--- src/hdl/ise_pkg.sv ---
`timescale 1ns / 1ps

package ise_pkg;

    localparam int ISE_MAX_ITEMS = 32;
    localparam int ISE_DATA_W    = 32;

    // broadcast from the top level to every cell
    typedef struct packed {
        logic                         insert_en;
        logic                         shift_en;
        logic signed [ISE_DATA_W-1:0] new_value;
    } ise_ctrl_t;

    // what one cell shows to its neighbors
    typedef struct packed {
        logic signed [ISE_DATA_W-1:0] value;
        logic                         valid;
        logic                         cond;   // empty, or holds a value above the new one
    } ise_link_t;

endpackage

--- src/hdl/ise_cell.sv ---
`timescale 1ns / 1ps

module ise_cell
    import ise_pkg::*;
(
    input  logic      clk,
    input  logic      rst_n,
    input  ise_ctrl_t ctrl,
    input  ise_link_t left,
    input  ise_link_t right,
    output ise_link_t self
);

    logic signed [ISE_DATA_W-1:0] value_reg;
    logic signed [ISE_DATA_W-1:0] value_next;
    logic                         valid_reg;
    logic                         valid_next;
    logic                         gt;

    // strict compare keeps equal values in arrival order
    assign gt = valid_reg && (value_reg > ctrl.new_value);

    assign self.value = value_reg;
    assign self.valid = valid_reg;
    assign self.cond  = !valid_reg || gt;

    always_comb
    begin
        value_next = value_reg;
        valid_next = valid_reg;
        if (ctrl.shift_en)
        begin
            value_next = right.value;
            valid_next = right.valid;
        end
        else if (ctrl.insert_en && self.cond)
        begin
            if (left.cond)
            begin
                value_next = left.value;
                valid_next = left.valid;
            end
            else
            begin
                value_next = ctrl.new_value;
                valid_next = 1'b1;
            end
        end
    end

    always_ff @(posedge clk or negedge rst_n)
    begin
        if (!rst_n)
        begin
            valid_reg <= 1'b0;
        end
        else
        begin
            valid_reg <= valid_next;
        end
    end

    always_ff @(posedge clk)
    begin
        value_reg <= value_next;
    end

endmodule

--- src/hdl/insertion_sort_engine.sv ---
`timescale 1ns / 1ps

// Stable ascending sort of signed 32-bit values held in a row of cells.
// Input channel (in_valid / in_stall): one value per request, last marks
// the final value of a set. Each accepted value is registered into its cell,
// all cells comparing in parallel, so a set streams in at one per cycle
// while in_stall is low. On the request carrying last, in_stall rises the
// next cycle and the held values drain in ascending order on the output
// channel (out_valid / out_stall), one per cycle while out_stall is low,
// the first in the cycle after last is accepted. final_res marks the last
// value of the set; overflow is set on every value of a set that had more
// than MAX_ITEMS values (extras are dropped). A stalled output holds its
// value; the row shifts only when a request is taken. Input resumes the
// cycle after the final value is taken.
// Reset empties every cell and clears overflow; no clearing pass is needed.

module insertion_sort_engine
    import ise_pkg::*;
#(
    parameter int MAX_ITEMS = ISE_MAX_ITEMS
)
(
    input  logic                         clk,
    input  logic                         rst_n,
    input  logic                         in_valid,
    output logic                         in_stall,
    input  logic signed [ISE_DATA_W-1:0] value,
    input  logic                         last,
    output logic                         out_valid,
    input  logic                         out_stall,
    output logic signed [ISE_DATA_W-1:0] sorted_value,
    output logic                         final_res,
    output logic                         overflow
);

    ise_ctrl_t ctrl;
    ise_link_t links [MAX_ITEMS];
    ise_link_t left_in [MAX_ITEMS];
    ise_link_t right_in [MAX_ITEMS];

    logic drain_reg;
    logic drain_next;
    logic drop_reg;
    logic drop_next;
    logic in_take;
    logic out_take;
    logic full;

    assign in_take  = in_valid && !in_stall;
    assign out_take = out_valid && !out_stall;
    assign full     = links[MAX_ITEMS-1].valid;

    assign ctrl.insert_en = in_take && !full;
    assign ctrl.shift_en  = out_take;
    assign ctrl.new_value = value;

    genvar i;
    generate
        for (i = 0; i < MAX_ITEMS; i++)
        begin : g_cell
            if (i == 0)
            begin : g_head
                assign left_in[i] = '{value: '0, valid: 1'b0, cond: 1'b0};
            end
            else
            begin : g_mid
                assign left_in[i] = links[i-1];
            end
            if (i == MAX_ITEMS - 1)
            begin : g_tail
                assign right_in[i] = '{value: '0, valid: 1'b0, cond: 1'b0};
            end
            else
            begin : g_body
                assign right_in[i] = links[i+1];
            end

            ise_cell u_cell (
                .clk   (clk),
                .rst_n (rst_n),
                .ctrl  (ctrl),
                .left  (left_in[i]),
                .right (right_in[i]),
                .self  (links[i])
            );
        end
    endgenerate

    assign in_stall     = drain_reg;
    assign out_valid    = drain_reg;
    assign sorted_value = links[0].value;
    assign final_res    = !links[1].valid;
    assign overflow     = drop_reg;

    always_comb
    begin
        drain_next = drain_reg;
        drop_next  = drop_reg;
        if (in_take)
        begin
            if (full)
            begin
                drop_next = 1'b1;
            end
            if (last)
            begin
                drain_next = 1'b1;
            end
        end
        if (out_take && final_res)
        begin
            drain_next = 1'b0;
            drop_next  = 1'b0;
        end
    end

    always_ff @(posedge clk or negedge rst_n)
    begin
        if (!rst_n)
        begin
            drain_reg <= 1'b0;
            drop_reg  <= 1'b0;
        end
        else
        begin
            drain_reg <= drain_next;
            drop_reg  <= drop_next;
        end
    end

endmodule
--- config.mk ---
export PLATFORM = sky130hd
export DESIGN_NAME = insertion_sort_engine
export DESIGN_NICKNAME = d
export VERILOG_FILES = /design/src/hdl/ise_pkg.sv /design/src/hdl/ise_cell.sv /design/src/hdl/insertion_sort_engine.sv
export SDC_FILE = /design/constraint.sdc
export NUM_CORES = 2
export LEC_CHECK = 0
export BUFFER_PORTS_ARGS = -buffer_cell sky130_fd_sc_hd__buf_2
export CAP_MARGIN = 20
export CORE_MARGIN = 4
export CORE_UTILIZATION = 25
export DETAILED_ROUTE_END_ITERATION = 10
export GPL_TIMING_DRIVEN = 0
export PLACE_DENSITY_LB_ADDON = 0.25
export SLEW_MARGIN = 20
export SYNTH_ARGS = -nofsm -noshare
export SYNTH_HDL_FRONTEND = slang
export SYNTH_HIERARCHICAL = 1
export SYNTH_SLANG_ARGS = --single-unit
--- constraint.sdc ---
create_clock -name clk -period 4 [get_ports clk]
set_input_delay 0.6 -clock clk [delete_from_list [all_inputs] [get_ports clk]]
set_output_delay 0.6 -clock clk [all_outputs]
set_load 0.05 [all_outputs]
==> flow_results.org <==
** Logic synthesis
- Post-synthesis instance total :: 8524
- Count of warnings emitted by yosys :: 6
- Netlist Area Pre-Place :: 0.0812 mm2
- Synthesized area per cell :: 9.52 um2

** Worst setup path
- For this design, the slowest cell found on the critical path is sky130_fd_sc_hd__nor4_2.
- The most critical setup path has its startpoint at value[24].
- Worst R2R Setup Slack :: 0.20 ns
- Of all nets on the critical path, the largest fanout is 33.
- The worst setup path is launched from an input pin.
- In this run the critical register-to-register path is captured at g_cell[23].u_cell/value_reg[19]$_DFFE_PP_.
- The critical path is of the in2reg type.
- Endpoint arrival time on the critical path :: 4.42 ns
- Reg2Reg Launch Point :: g_cell[22].u_cell/value_reg[13]$_DFFE_PP_
- In this design, the stage delay of the slowest critical-path cell is 0.55 ns.
- Data required time at the worst endpoint :: 4.52 ns
- R2R cell count :: 10
- Following the worst setup path forward leads to its endpoint at g_cell[10].u_cell/value_reg[1]$_DFFE_PP_.
- Cell chain of the critical path :: buf_4 -> buf_16 -> inv_1 -> ha_1 -> nand4_2 -> nor4_2 -> o31ai_1 -> a31oi_1 -> nand2b_1 -> clkbuf_1 -> buf_2 -> mux2i_1 -> o21ai_0
- STA classifies the critical path endpoint as a register.

** Floorplanning
- The die covers 0.334 mm2.
- For this configuration, the core starts out at a cell density of 0.252.
- Row generation in the floorplan step produced 208 rows.
- Vertical die dimension :: 578 um
- Core ar. :: 0.322 mm2
- Measured along the x axis, the die boundary spans 578 um.
- In this run the count of I/O pins placed on the die edge is 73.

** Timing
- For the pin with the worst max-slew slack, the measured transition is 0.927 ns.
- Shortest clock period the worst path allows after layout :: 3.90 ns
- TNS Setup :: 0 ns
- Setup repair after global routing left no endpoint under its margin.
- Final setup skew :: 0.0354 ns
- Final-report max-slew violation count :: 0
- Headroom to the max-slew limit :: 0.382
- Post-route worst setup slack :: 0.103 ns
- Ratio of final minimum period to clock period :: 0.974
- Peak Freq :: 257 MHz
- Final-report hold violation count :: 0
- Setup violations remaining at the end of the flow were counted as 0.

** Finish
- Of the cells placed in the final design, the portion with a size suffix greater than 1 is 0.0709.
- The register with the most flip-flops in the layout has 1024 of them.
- 0 antenna diodes ended up in the layout.
- Compared with the post-synthesis result, the final layout area differs by 14.5%.
- Number of nets at the end of the flow :: 9918
- Leaving out filler cells and counting taps, the final layout contains 13271.
- FILL cells :: 33907
- Post-Route Utilization :: 0.289

** Route
- In this run the remaining antenna-violating nets after routing total 0.
- Dividing the detail-routed wire length by the instance count gives 21.1 um.
- Using the TritonRoute via totals, the vias-per-cell ratio works out to 5.00.
- DR vias :: 66343
- Final Routed Wirelength :: 280 mm
- Violation count after the first detailed-route iteration :: 4926
- Iteration count of the initial detailed-routing pass :: 5
- For this run, design rule violations remaining after detail routing come to 0.

** Place
- Detailed placement ended at an HPWL of 224 mm.
- Counting tap cells, the placed design contains a total of 13023 instances.
- Weighted congestion reported at the end of routability-driven placement :: 0.879
- IO buf count :: 72
- Worst setup slack after placement :: -1.05 ns

** Power and ir drop
- Power density over the cells :: 767 mW/mm2
- Leakage component of the power :: 0.0434 uW
- VDD sags by at most 0.485 mV.
- Overall power consumption after layout is estimated at 71400 uW.

** Global routing
- In the global route stage, overall resource usage came out at 0.161.
- Global-route wire length before repair :: 419 mm
- The initial antenna violation count was 4.
- Gr busiest metal :: met2
- Met1 track demand over resource in global routing :: 0.210
- GRT overflow :: 0
- For met3 alone, demand over resource in global routing was 0.0190.
- Number of global-route vias before repair :: 67827
- In the global route stage, met2 resource usage came out at 0.276.
- Entering global routing, the biggest net connects 43 pins.

** Job
- Max-cap violations :: 0

** Clocking
- Insertion delay to the later sink of the worst-skew pair :: 0.80 ns
- Clock tree synthesis found a total of 1058 sinks.
- Postcts setup bufs :: 0
- The longest clock path from root to sink contains 3 buffers.
- TritonCTS built the clock tree.
- Number of clock buffers inserted by TritonCTS :: 136
- In this run the number of H-tree levels came out at 4.
- CTS clk-pin slew, worst paths :: 0.06 ns
- CTS Root Cell :: sky130_fd_sc_hd__clkbuf_16

** Worst hold path
- Worst hold path type :: in2reg

** Status
- Status :: completed
where the power goes:
group	switching (uW)	internal [uW]	leakage (uW)
Sequential	7220	21500	0.0103
Clock	5120	6690	0.00201
Combinational	18800	12100	0.0311
Total	31100	40300	0.0434
stage by stage:
stage	cell area [um2]	hold slack [ns]
4_1_cts	92800	0.0598
3_3_place_gp	87200	0.535
6_report	93000	0.135
2_1_floorplan	81400	0.304
5_1_grt	93000	0.115
3_5_place_dp	88500	0.545
metal layers:
metal  wire length, um  part of all wire
met1            124000              0.44
met2            133000              0.48
met3             12500             0.045
met4              9830             0.035
met5                46           0.00016
timing repair:
action,4_1_cts,5_1_grt
hold endpoints to repair,16,0
endpoints found under the setup margin,320,616
resized for setup,20,48
pin swaps,0,0
hold buffers,3,0
placed cells by master, fill, tap and decap left out, types with 96 or more instances in the layout:
cell and count:
sky130_fd_sc_hd__clkbuf_16 140, sky130_fd_sc_hd__nand3_1 128, sky130_fd_sc_hd__ha_1 1024, sky130_fd_sc_hd__buf_2 135, sky130_fd_sc_hd__nand4_1 224, sky130_fd_sc_hd__inv_1 1025
sky130_fd_sc_hd__a21o_1 96, sky130_fd_sc_hd__o21ai_0 1122, sky130_fd_sc_hd__clkbuf_1 300, sky130_fd_sc_hd__edfxtp_1 1024, sky130_fd_sc_hd__nand2_1 1217, sky130_fd_sc_hd__mux2i_1 1024
sky130_fd_sc_hd__a21oi_1 513
final cells by class:
cell class	instances	area, um2	share of cell area
inverters	1025	3850	0.0414
well taps	4305	5390	0.0579
clock buffers	189	3720	0.0400
clock inverters	58	412	0.00443
plain buffers	383	1680	0.0181
flip-flops and latches	1058	31600	0.340
multi-input cells	6122	44600	0.479
repair buffers	131	1760	0.0189
worst min-delay path by stage:
stage	from	endpoint	slack [ns]	cells past startpoint
CTS	in_valid	overflow$_DFFE_PN0P_	0.06	3
global placement	overflow$_DFFE_PN0P_	overflow$_DFFE_PN0P_	0.53	2
global route	in_valid	overflow$_DFFE_PN0P_	0.12	3
finish	in_valid	overflow$_DFFE_PN0P_	0.14	3
floorplan	rst_n	g_cell[0].u_cell/valid_reg$_DFFE_PN0P_	0.30	0
detailed placement	rst_n	g_cell[14].u_cell/valid_reg$_DFFE_PN0P_	0.55	1
critical path: cells and delay by family:
family | cells | cell delay, ns
adder cells (fa/ha/maj) | 1 | 0.30
buffers and inverters | 5 | 1.48
multiplexers | 1 | 0.37
AO/OA/AOI/OAI | 3 | 0.65
AND/OR/NAND/NOR | 3 | 0.85
Power figures use the tool's default switching activity.
